## config.mk

```make
export PLATFORM = sky130hd
export DESIGN_NAME = dmpm_tag_mem
export DESIGN_NICKNAME = d
export VERILOG_FILES = /design/src/design/dmpm_pkg.sv /design/src/design/dmpm_tag_mem.sv
export SDC_FILE = /design/constraint.sdc
export NUM_CORES = 1
export LEC_CHECK = 0
export ABC_AREA = 1
export BUFFER_PORTS_ARGS = -buffer_cell sky130_fd_sc_hd__buf_4
export CAP_MARGIN = 10
export CELL_PAD_IN_SITES_DETAIL_PLACEMENT = 0
export CELL_PAD_IN_SITES_GLOBAL_PLACEMENT = 2
export CORE_MARGIN = 2
export CORE_UTILIZATION = 35
export CTS_CLUSTER_DIAMETER = 100
export DETAILED_ROUTE_END_ITERATION = 12
export HOLD_SLACK_MARGIN = 0.12
export PLACE_DENSITY_LB_ADDON = 0.1
export SYNTH_ARGS = -nofsm -noshare
export SYNTH_HDL_FRONTEND = slang
export SYNTH_SLANG_ARGS = --single-unit
```

## constraint.sdc

```tcl
create_clock -name i_clk -period 3.6 [get_ports i_clk]
set_input_delay 0.36 -clock i_clk [delete_from_list [all_inputs] [get_ports i_clk]]
set_output_delay 0.36 -clock i_clk [all_outputs]
set_load 0.03 [all_outputs]
```

## src/design/dmpm_pkg.sv

```systemverilog
// dmpm_pkg: shared types, constants and helpers for the DFA multi-pattern matcher.
// Used by every module of the design; depends on nothing.
package dmpm_pkg;

    localparam int NUM_STATES   = 256;
    localparam int MAX_PATTERNS = 32;

    localparam int STATE_W  = 8;
    localparam int SYM_W    = 8;
    localparam int TAG_W    = 6;
    localparam int IDX_W    = 5;
    localparam int CFG_W    = 8;
    localparam int CFG_IDX_W = 2;

    localparam int STATE_AW = $clog2(NUM_STATES);
    localparam int TRANS_AW = STATE_AW + SYM_W;
    localparam int TRANS_DEPTH = NUM_STATES * (2 ** SYM_W);

    localparam int OUTQ_DEPTH  = 4;
    localparam int OUTQ_PTR_W  = $clog2(OUTQ_DEPTH);
    localparam int OUTQ_CNT_W  = $clog2(OUTQ_DEPTH + 3);

    typedef enum logic [1:0] {
        CMD_WR_TRANS = 2'd0,
        CMD_WR_TAG   = 2'd1,
        CMD_TEXT     = 2'd2,
        CMD_END      = 2'd3
    } t_cmd;

    typedef enum logic [CFG_IDX_W-1:0] {
        CFG_START_STATE = 2'd0,
        CFG_START_SYM   = 2'd1,
        CFG_END_SYM     = 2'd2
    } t_cfg_idx;

    typedef struct packed {
        t_cmd                command;
        logic [STATE_W-1:0]  table_state;
        logic [SYM_W-1:0]    table_symbol;
        logic [STATE_W-1:0]  table_next_state;
        logic                table_next_valid;
        logic [TAG_W-1:0]    table_final_tag;
        logic [SYM_W-1:0]    text_byte;
        logic                first_of_string;
    } t_in_req;

    typedef struct packed {
        logic             match_found;
        logic [IDX_W-1:0] pattern_index;
    } t_result;

    typedef struct packed {
        logic               valid;
        logic [STATE_W-1:0] next;
    } t_trans_entry;

    function automatic logic state_ok(input logic [STATE_W-1:0] s);
        return (int'(s) < NUM_STATES);
    endfunction

    function automatic logic [TRANS_AW-1:0] trans_addr(input logic [STATE_W-1:0] s,
                                                       input logic [SYM_W-1:0]   sym);
        return {STATE_AW'(s), sym};
    endfunction

endpackage

```

## src/design/dmpm_tag_mem.sv

```systemverilog
// dmpm_tag_mem: per-state final tag store, one write port and one registered read port.
// Depends on dmpm_pkg for widths and depth.
module dmpm_tag_mem (
    input  logic                          i_clk,
    input  logic                          i_we,
    input  logic [dmpm_pkg::STATE_AW-1:0] i_waddr,
    input  logic [dmpm_pkg::TAG_W-1:0]    i_wdata,
    input  logic                          i_re,
    input  logic [dmpm_pkg::STATE_AW-1:0] i_raddr,
    output logic [dmpm_pkg::TAG_W-1:0]    o_rdata
);

    logic [dmpm_pkg::TAG_W-1:0] r_mem [dmpm_pkg::NUM_STATES];
    logic [dmpm_pkg::TAG_W-1:0] r_rdata;

    // read returns the old contents on a same-address write
    always_ff @(posedge i_clk) begin
        if (i_we) begin
            r_mem[i_waddr] <= i_wdata;
        end
        if (i_re) begin
            r_rdata <= r_mem[i_raddr];
        end
    end

    assign o_rdata = r_rdata;

endmodule

```

==> impl_metrics.ini <==
[yosys]
ys_seq_elements = 1542
synth_cell_types = 13
synth.area.top_cells = edfxtp_1 (73%), nand3_1 (12%), nand2_1 (9.9%), nor2_1 (1.7%), buf_2 (1.1%)
yosys.area.top_type = edfxtp_1
synth_warnings = 0
netlist_area_um2 = 63200
syn-instance-count = 5386
syn_avg_cell_area_um2 = 11.7
yosysSeqAreaShare = 0.733
synth.top_cell.area_share = 0.733
synthesis.nets = 5411

[critical_path]
critical_path_required_ns = 4.15
cpPeakStageDelay_ns = 0.56
worstPathArrival_ns = 3.02
worstSetupStartpointType = input pin
worstRegToRegCells = 11
critPathMaxFanout = 48
critPathSlowestCell = dlygate4sd3_1
cp.depth = 13
crit_family = buffers and inverters
worstSetupEndpointType = flop
crit_buf_inv = 4
crit_chain = buf_8 > inv_8 > buf_12 > nand3_1 > nand3_1 > nand3_1 > nand3_1 > nand2_1 > nand2_1 > nand3_1 > nand3_1 > dlygate4sd3_1 > nand2_1
cpMostUsedCell = nand3_1
critPathKind = in -> reg

[die]
core_um2 = 179000
chipWidth_um = 429
io_pins = 31
die_area_um2 = 184000
rows = 155
fp.dieH_um = 429
start_util = 0.353

[clock_tree]
clock_path_buffers = 3
cts_tree = built
cts_resized = 0
root_buffer = clkbuf_16
post_cts_buffers = 0
clkLatencyLatePin_ns = 0.82
cts_hold_buf = 10
cts_sinks = 1542
cts_made_buffers = 176
cts_max_level = 4
clkTransAtPathRegs_ns = 0.06

[timing]
finClkSkew_ns = 0.0227
hold_viol_final = 0
tightest_slew_ns = 1.10
clock.fmax_mhz = 406
maxSlewHeadroom = 0.267
fin_crit_sh = 0.684
setup_viol = 0
rsz0062_at_grt = false
tns_ns = 0
finalMaxSlewViolations = 0
min_period_ns = 2.46
timing.final.ws_setup_ns = 1.14

[drt]
drc_errors = 0
vias_per_cell = 5.11
drt_iter0_drc = 3572
drt_pass1_iterations = 6
wl_um = 201000
wl_per_cell_um = 25.4
num_vias = 40500
ant_nets = 0

[layout]
syn_to_final_growth_pct = 13.9
layout-drive-gt1-share = 0.0838
layout_commonest_cell = nand2_1
final_cell_mix = nand2_1 (1,657), edfxtp_1 (1,542), nand3_1 (1,479)
nets = 5450
utilization = 0.402

[run]
cap_viol_max_count = 0

[grt]
antenna_found_initial = 6
grt_pass1_vias = 39900
grt_max_degree = 124
overflow = 0
grt_pass1_wl_um = 290000
grt_usage = 0.217

[power_and_ir_drop]
pwr-share-clk = 0.427
ir_drop_v = 0.000486
switching_share = 0.235
powerDensity_nw_per_um2 = 541
power_frac_comb = 0.064
seqPwrFrac = 0.509
intPower_mw = 29.8
p_leak_nw = 24.9
p_switching_mw = 9.16
total_power_mw = 39.0

[place]
dpl.hpwl_um = 116000
dp_slack_ns = 0.404
place.gp.congestion = 0.764
numPortBuffers = 30

[min_path]
holdCritPathClass = in -> reg
hold_depth = 5

[run_status]
status = finished, final reports clean
worst min-delay path, stage by stage:
cell     delay [ns]
buf_4          0.14
nand2_1        0.08
nor2_1         0.06
nand2_1        0.17
nor2_1         0.19
power groups by stage:
stage | Sequential, mW | Combinational (mW) | Clock (mW)
4_1_cts | 19.8 | 2.56 | 17.0
2_1_floorplan | 20.2 | 1.27 | 0
3_5_place_dp | 20.2 | 2.55 | 0
3_3_place_gp | 20.2 | 2.56 | 0
5_1_grt | 19.8 | 2.74 | 17.7
6_report | 19.8 | 2.50 | 16.7
layout make-up:
class | instances | area (µm²)
clock buffers | 219 | 4650
well taps | 2355 | 2950
inverters | 39 | 171
diodes | 2 | 5.00
flip-flops and latches | 1542 | 46300
repair buffers | 231 | 2550
fillers | 17100 | 107000
multi-input cells | 3435 | 14800
clock inverters | 96 | 612
path summary, 6_finish.rpt:
| check | endpoint | slack [ns] | from |
|---|---|---|---|
| worst max-delay path | o_rdata[1]$_DFFE_PP_ | 1.14 | i_raddr[1] |
| worst max register to register | o_rdata[1]$_DFFE_PP_ | 1.23 | r_mem[143][1]$_DFFE_PP_ |
| worst min register to register | o_rdata[3]$_DFFE_PP_ | 1.10 | r_mem[100][3]$_DFFE_PP_ |
| worst min-delay path | r_mem[182][4]$_DFFE_PP_ | 0.40 | i_waddr[4] |
sequential cells by signal (all words and copies together) (netlist names):
register  cells
r_mem      1536
o_rdata       6
stage by stage:
| stage | hold slack, ns | cells | instance area, µm² |
|---|---|---|---|
| after floorplan | 0.459 | 5386 | 63200 |
| after detailed placement | 0.775 | 7592 | 66700 |
| after CTS | 0.307 | 7917 | 72000 |
| final | 0.396 | 7919 | 72000 |
| after global placement | 0.777 | 7592 | 66700 |
| after global routing | 0.360 | 7918 | 72000 |
cells by family (layout without fill, tap and decap cells):
kind of cell,Yosys count,count (layout),synth area share
buffers and inverters,409,585,0.0342
other,0,2,0
AND/OR/NAND/NOR,3435,3435,0.233
flip-flops,1542,1542,0.733
synth_stat cells, drive strengths merged:
library cell	count
buf	265
clkbuf	105
clkinv	1
edfxtp	1542
inv	38
nand2	1673
nand3	1479
nor2	283
layer usage:
layer / share of wire / GRT usage / vias to the layer above / wire length, µm
li1: - / - / 19100 / -
met2: 0.48 / 0.354 / 852 / 96300
met4: 0.025 / 0.0600 / 0 / 5020
met3: 0.041 / 0.0324 / 251 / 8320
met5: 0 / 0 / - / 0
met1: 0.46 / 0.301 / 20200 / 91500
Note: power is estimated with default switching activity, not from simulation.
