## src/design/dmpm_pkg.sv

```systemverilog
// dmpm_pkg: shared types, constants and helpers for the DFA multi-pattern matcher.
// Used by every module of the design; depends on nothing.
package dmpm_pkg;

    localparam int NUM_STATES   = 256;
    localparam int MAX_PATTERNS = 32;

    localparam int STATE_W  = 8;
    localparam int SYM_W    = 8;
    localparam int TAG_W    = 6;
    localparam int IDX_W    = 5;
    localparam int CFG_W    = 8;
    localparam int CFG_IDX_W = 2;

    localparam int STATE_AW = $clog2(NUM_STATES);
    localparam int TRANS_AW = STATE_AW + SYM_W;
    localparam int TRANS_DEPTH = NUM_STATES * (2 ** SYM_W);

    localparam int OUTQ_DEPTH  = 4;
    localparam int OUTQ_PTR_W  = $clog2(OUTQ_DEPTH);
    localparam int OUTQ_CNT_W  = $clog2(OUTQ_DEPTH + 3);

    typedef enum logic [1:0] {
        CMD_WR_TRANS = 2'd0,
        CMD_WR_TAG   = 2'd1,
        CMD_TEXT     = 2'd2,
        CMD_END      = 2'd3
    } t_cmd;

    typedef enum logic [CFG_IDX_W-1:0] {
        CFG_START_STATE = 2'd0,
        CFG_START_SYM   = 2'd1,
        CFG_END_SYM     = 2'd2
    } t_cfg_idx;

    typedef struct packed {
        t_cmd                command;
        logic [STATE_W-1:0]  table_state;
        logic [SYM_W-1:0]    table_symbol;
        logic [STATE_W-1:0]  table_next_state;
        logic                table_next_valid;
        logic [TAG_W-1:0]    table_final_tag;
        logic [SYM_W-1:0]    text_byte;
        logic                first_of_string;
    } t_in_req;

    typedef struct packed {
        logic             match_found;
        logic [IDX_W-1:0] pattern_index;
    } t_result;

    typedef struct packed {
        logic               valid;
        logic [STATE_W-1:0] next;
    } t_trans_entry;

    function automatic logic state_ok(input logic [STATE_W-1:0] s);
        return (int'(s) < NUM_STATES);
    endfunction

    function automatic logic [TRANS_AW-1:0] trans_addr(input logic [STATE_W-1:0] s,
                                                       input logic [SYM_W-1:0]   sym);
        return {STATE_AW'(s), sym};
    endfunction

endpackage

```

## src/design/dmpm_out_queue.sv

```systemverilog
// dmpm_out_queue: small result queue that decouples the matcher from the receiver's stall.
// Depends on dmpm_pkg for the result type and queue depth.
module dmpm_out_queue (
    input  logic                            i_clk,
    input  logic                            i_rst_n,
    input  logic                            i_push,
    input  dmpm_pkg::t_result               i_push_data,
    input  logic                            i_stall,
    output logic                            o_valid,
    output dmpm_pkg::t_result               o_res,
    output logic [dmpm_pkg::OUTQ_CNT_W-1:0] o_count
);

    dmpm_pkg::t_result                r_buf [dmpm_pkg::OUTQ_DEPTH];
    logic [dmpm_pkg::OUTQ_PTR_W-1:0]  r_head;
    logic [dmpm_pkg::OUTQ_PTR_W-1:0]  r_tail;
    logic [dmpm_pkg::OUTQ_CNT_W-1:0]  r_count;
    logic                             pop;

    assign o_valid = (r_count != '0);
    assign o_res   = r_buf[r_head];
    assign o_count = r_count;
    assign pop     = o_valid && !i_stall;

    always_ff @(posedge i_clk) begin
        if (i_push) begin
            r_buf[r_tail] <= i_push_data;
        end
        if (!i_rst_n) begin
            r_head  <= '0;
            r_tail  <= '0;
            r_count <= '0;
        end else begin
            if (i_push) begin
                r_tail <= r_tail + 1'b1;
            end
            if (pop) begin
                r_head <= r_head + 1'b1;
            end
            case ({i_push, pop})
                2'b10:   r_count <= r_count + 1'b1;
                2'b01:   r_count <= r_count - 1'b1;
                default: r_count <= r_count;
            endcase
        end
    end

endmodule

```

## config.mk

```make
export PLATFORM = sky130hd
export DESIGN_NAME = dmpm_out_queue
export DESIGN_NICKNAME = d
export VERILOG_FILES = /design/src/design/dmpm_pkg.sv /design/src/design/dmpm_out_queue.sv
export SDC_FILE = /design/constraint.sdc
export NUM_CORES = 1
export LEC_CHECK = 0
export ABC_AREA = 1
export BUFFER_PORTS_ARGS = -buffer_cell sky130_fd_sc_hd__clkbuf_2
export CAP_MARGIN = 0
export CORE_MARGIN = 5
export CORE_UTILIZATION = 49
export DETAILED_ROUTE_END_ITERATION = 6
export MAX_ROUTING_LAYER = met4
export PLACE_DENSITY = 0.7
export SLEW_MARGIN = 20
export SYNTH_ARGS = -nofsm -noshare
export SYNTH_HDL_FRONTEND = slang
export SYNTH_SLANG_ARGS = --single-unit
export TNS_END_PERCENT = 100
```

## constraint.sdc

```tcl
create_clock -name i_clk -period 1.6 [get_ports i_clk]
set_input_delay 0.08 -clock i_clk [delete_from_list [all_inputs] [get_ports i_clk]]
set_output_delay 0.08 -clock i_clk [all_outputs]
set_load 0.05 [all_outputs]
```

==> reports/qor.csv, run 1 <==
stage;metric;value;unit
power;leakagePower;0.689;nW
worst_setup_path;cp_cell_sequence;inv_4 > a31oi_1 > ha_2 > inv_2 > fa_2 > inv_2 > nand2_2 > nand4_1 > nand2_1 > nor2_1;
grt;grt_overflow;0;
detailed_routing;dr_total_vias;937;
clocking;cts.path.max_buffers;2;
job;maxCapViolCount;0;
yosys;syn_nets;136;
outcome;violations;setup timing;
cells_and_area;final_area;1670;sq um
floorplanning;die_area;3950;sq um
yosys;netlist_area;1370;sq um
clocking;cts_made_buffers;5;
cells_and_area;final_net_count;170;
yosys;syn_inst;120;
timing;rsz0062_at_grt;true;
detailed_routing;postRouteAntennaNets;0;
timing;fin_skew;10.9;ps
timing;finalCriticalPeriod;1610;ps
cells_and_area;area_growth_syn_to_layout;21.6;%
worst_setup_path;critPathKind;reg -> reg;
yosys;ys_ff_latch;33;
cells_and_area;nFillCells;246;
floorplanning;io_pins;20;
worst_setup_path;worst_setup_path_end_kind;flop;
timing;finalHoldViolCount;0;
clocking;clock_sinks;33;
worst_setup_path;startpoint_type;flop;
yosys;dominantRegCellSynth;edfxtp_1;
grt;grt_pass1_vias;910;
worst_setup_path;crit_fanout;3;
timing;finalCritPeriodShare;1.01;
yosys;synth-edff-count;24;
floorplanning;fp.dieH;62.9;um
outcome;outcome;finished, violations left;
floorplanning;rows;19;
timing;tightest_slew;277;ps
cells_and_area;n_antenna_cell;0;
worst_setup_path;cp_slowest_stage_delay;380;ps
cells_and_area;fin_cells;186;
grt;grt_use_total;0.131;
timing;drv_slew;0;
place;port_buffers;19;
grt;antenna_found_initial;0;
floorplanning;fp.dieW;62.9;um
worst_setup_path;r2r_start;o_count[2];
worst_setup_path;worst_path_max_delay_cell;fa_2;
place;dp_slack;14.5;ps
grt;grt_pass1_wl;3920;um
detailed_routing;drt_wl_total;2350;um
detailed_routing;vias_per_cell;5.04;
worst_setup_path;required;1860;ps
grt;grt_max_degree;13;
yosys;ys_types;18;
yosys;synthTopCellsByCount;24 x edfxtp_1, 17 x nor2_1, 14 x inv_1;
yosys;synth.most_common_cell;edfxtp_1;
place;gp_congestion;0.788;
cells_and_area;drive_gt1_frac;0.297;
clocking;clkTransAtPathRegs;90;ps
clocking;clk-insertion-delay-late;320;ps
yosys;seq_area_frac_synth;0.658;
power;p_per_area;1400;nW/um^2
yosys;async_reset_ff_frac;0;
detailed_routing;drtIter0Drc;23;
detailed_routing;drc;0;
place;dpl.hpwl;1690;um
timing;fmax;0.620;GHz
yosys;yosysWarnings;0;
clocking;cts-htree-levels;2;
power;irDropWorstVdd;1.28;mV
hold_path;hold_path.class;in -> reg;
yosys;synth_area_leader_cell;edfxtp_1;
worst_setup_path;cp.arrival;1870;ps
yosys;avgSynthCellArea;11.4;sq um
worst_setup_path;crit_path_start;o_count[2];
place;dpl_cell_area;1510;sq um
floorplanning;start_util;0.506;
clocking;cts_root_buffer;clkbuf_4;
yosys;netlist_top_cells_area;edfxtp_1 53%, dfxtp_1 13%, nor2_1 4.7%;
worst_setup_path;cp_common_cell;inv_2;
timing;tns;-11.9;ps
hold_path;holdCritStartpoint;i_rst_n;
timing;layout_setup_ws;-11.9;ps
timing;setup_violations;1;
yosys;synth_top_area_share;0.526;
cells_and_area;final_core_util;0.614;
timing;maxSlewHeadroom;0.815;
cells_and_area;regArea;913;sq um
floorplanning;core_area;2710;sq um
detailed_routing;drt_pre_antenna_iters;4;
clocking;tritoncts;done;
place;dp_cells;169;
detailed_routing;wl_per_cell;12.6;um
cells_and_area;multi_input_area;394;sq um
final timing paths:
path                                    to  slack, ps  cells after the start
worst max-delay path            o_count[2]        -10                     10
worst min-delay path            o_count[2]         50                      3
worst max register to register  o_count[2]        -10                     10
worst min register to register        flop        520                      2
stage by stage:
step                      hold WS (ps)  total power [W]
after global placement             299          0.00183
after CTS                         36.9          0.00229
after global routing              53.7          0.00245
after floorplan                    179          0.00170
final                             55.0          0.00233
after detailed placement           307          0.00185
per-layer routing:
layer | global-route usage | up-vias | wire, um
met3 | 0.0432 | 4 | 86
met2 | 0.221 | 19 | 1240
li1 | - | 481 | -
met4 | 0.0477 | 0 | 29
met1 | 0.144 | 433 | 993
met5 | - | - | 0
state kept, by name (all words and copies together), names as in the netlist, named ones only:
name and cells:
r_buf 24, o_count 3, r_tail 2, r_head 2
logic make-up (layout without fill, tap and decap cells):
kind of cell | count (synthesis) | after routing | synth area share
flip-flops | 33 | 33 | 0.658
AND/OR/NAND/NOR | 32 | 32 | 0.101
AO/OA/AOI/OAI | 29 | 29 | 0.115
buffers and inverters | 20 | 55 | 0.0657
adder cells (fa/ha/maj) | 6 | 6 | 0.0603
placed cells by master (no fill, tap or decap), drive strengths merged:
cell / instances
edfxtp: 24
ha: 5
a21oi: 6
buf: 4
o22ai: 6
dlygate4sd3: 6
dfxtp: 9
nand2: 11
nor2: 17
inv: 18
nand3: 3
clkbuf: 26
nand4: 1
a31oi: 1
o21ai: 16
fa: 1
clkinv: 1
worst max-delay path, delay by kind of cell (launching register included):
family                   cells  cell delay [ps]
buffers and inverters        3              140
adder cells (fa/ha/maj)      2              590
AO/OA/AOI/OAI                1              160
flip-flops                   1              370
AND/OR/NAND/NOR              4              270
report_power, final:
part | internal (W) | leakage [nW] | total (W) | switching, W
clock | 0.000169 | 0.0269 | 0.000415 | 0.000247
sequential | 0.00100 | 0.297 | 0.00107 | 0.0000612
combinational | 0.000253 | 0.365 | 0.000848 | 0.000595
total | 0.00143 | 0.689 | 0.00233 | 0.000903
layout make-up:
type,instances,share of cell area
sequential,33,0.548
multi-input combinational,67,0.237
timing repair buffer,29,0.117
inverter,18,0.0451
clock buffer,7,0.0270
tap,31,0.0233
clock inverter,1,0.00225
what timing repair did:
item                       4_1_cts  5_1_grt
pin swaps                        0        7
setup endpoints to repair        3        4
hold buffers                     6        0
setup buffers                    0        3
hold endpoints to repair        24        0
gates resized for setup          4        9
Note: power is estimated with default switching activity, not from simulation.
==> run 2: changes to the inputs <==
- RECOVER_POWER: default -> 50
==> reports/qor.csv, run 2 (same netlist as run 1, synthesis figures left out) <==
stage;metric;value;unit
cells_and_area;layout_common_cells;24 x edfxtp_1, 17 x nor2_1, 11 x inv_1;
detailed_routing;drtIter0Drc;20;
worst_setup_path;critPathKind;reg -> reg;
timing;hold_slack;51.5;ps
grt;use_met1;0.144;
clocking;clk-insertion-delay-late;320;ps
clocking;clock_sinks;33;
grt;grt_pass1_wl;3920;um
cells_and_area;final_common_cell;edfxtp_1;
floorplanning;rows;19;
grt;grt_pass1_vias;910;
grt;grt_max_degree;13;
worst_setup_path;required;1860;ps
grt;met3_usage;0.0432;
clocking;cts-htree-levels;2;
cells_and_area;largest_reg_flops;24;
floorplanning;io_pins;20;
cells_and_area;regMostFlops;r_buf;
timing;maxSlewHeadroom;0.813;
timing;finalHoldViolCount;0;
cells_and_area;drive_gt1_frac;0.252;
timing;tightest_slew;280;ps
detailed_routing;wl_per_cell;12.7;um
timing;finalCritPeriodShare;1.01;
grt;antenna_found_initial;0;
grt;grt_use_total;0.131;
outcome;outcome;finished, violations left;
place;gp_congestion;0.788;
grt;grt_overflow;0;
worst_setup_path;worst_path_max_delay_cell;fa_2;
detailed_routing;postRouteAntennaNets;0;
worst_setup_path;cp.arrival;1880;ps
timing;fmax;0.620;GHz
clocking;cts_made_buffers;5;
detailed_routing;drt_wl_total;2360;um
power;p_per_area;1400;nW/um^2
worst_setup_path;cp_slowest_stage_delay;380;ps
worst_setup_path;worst_setup_path_end_kind;flop;
clocking;clkTransAtPathRegs;90;ps
cells_and_area;area_growth_syn_to_layout;20.1;%
timing;rsz0062_at_grt;true;
job;maxCapViolCount;0;
worst_setup_path;cp_common_cell;inv_2;
clocking;cts_root_buffer;clkbuf_4;
timing;layout_setup_ws;-12.5;ps
detailed_routing;drc;0;
timing;fin_skew;10.4;ps
timing;finalCriticalPeriod;1610;ps
outcome;violations;setup timing;
worst_setup_path;crit_family;adder cells;
grt;grt_use_met2;0.221;
power;irDropWorstVdd;1.19;mV
floorplanning;fp.dieW;62.9;um
detailed_routing;vias_per_cell;5.05;
worst_setup_path;crit_fanout;3;
hold_path;hold_path.class;in -> reg;
place;port_buffers;19;
grt;busiest_layer;met2;
detailed_routing;dr_total_vias;940;
clocking;cts.path.max_buffers;2;
place;dpl.hpwl;1690;um
floorplanning;core_area;2710;sq um
clocking;tritoncts;done;
detailed_routing;drt_pre_antenna_iters;4;
timing;tns;-12.5;ps
floorplanning;start_util;0.506;
worst_setup_path;cp_cell_sequence;inv_4 > a31oi_1 > ha_2 > inv_2 > fa_2 > inv_2 > nand2_2 > nand4_1 > nand2_1 > nor2_1;
worst_setup_path;cp.buffers_inverters;3;
timing;setup_violations;1;
floorplanning;fp.dieH;62.9;um
worst_setup_path;startpoint_type;flop;
cells_and_area;n_antenna_cell;0;
timing;drv_slew;0;
place;dp_slack;14.5;ps
floorplanning;die_area;3950;sq um
cells_and_area;final_net_count;170;
power;leakagePower;0.666;nW
[run 2: layout make-up]
| type | instances | area, sq um |
|---|---|---|
| Clock inverter | 1 | 3.75 |
| Timing Repair Buffer | 29 | 188 |
| Multi-Input combinational cell | 67 | 382 |
| Fill cell | 252 | 1060 |
| Clock buffer | 7 | 45.0 |
| Sequential cell | 33 | 913 |
| Tap cell | 31 | 38.8 |
| Inverter | 18 | 75.1 |
[run 2: stage by stage]
step	cell area [sq um]	total power, W	utilization	cells
floorplan	1390	0.00170	-	120
global placement	1510	0.00183	0.557	169
detailed placement	1510	0.00185	0.557	169
CTS	1630	0.00229	0.601	183
global route	1650	0.00242	0.607	186
finish	1650	0.00231	0.607	186
[run 2: path summary, 6_finish.rpt]
| kind | start | end | slack, ps | cells past startpoint |
|---|---|---|---|---|
| setup / recovery | o_count[2] | o_count[2] | -10 | 10 |
| hold reg to reg | r_head[0] | flop | 520 | 2 |
| hold / removal | i_rst_n | o_count[2] | 50 | 3 |
| setup reg to reg | o_count[2] | o_count[2] | -10 | 10 |
[run 2: repair_timing]
item,in CTS,in global routing
setup endpoints to repair,3,4
hold buffers,6,0
endpoints found under the hold margin,24,0
pin swaps,0,7
resized for setup,4,9
cloned,0,0
buffers inserted,0,3
[run 2: worst reg2reg max path: cells and delay by family (launching register included)]
family	cells	cell delay, ps
and+or+nand+nor	4	270
DFF	1	370
buffers and inverters	3	150
AOI/OAI and AO/OA	1	160
adders and majority gates	2	590
[run 2: routing by layer]
metal,share of wire,wire [um]
met3,0.033,78
met5,0,0
met4,0.011,27
met1,0.42,1000
met2,0.53,1250
[run 2: where the power goes]
group | switching, W | internal [W] | leakage, nW
registers | 0.0000611 | 0.00100 | 0.297
logic | 0.000585 | 0.000239 | 0.343
clock network | 0.000251 | 0.000169 | 0.0269
total | 0.000896 | 0.00141 | 0.666
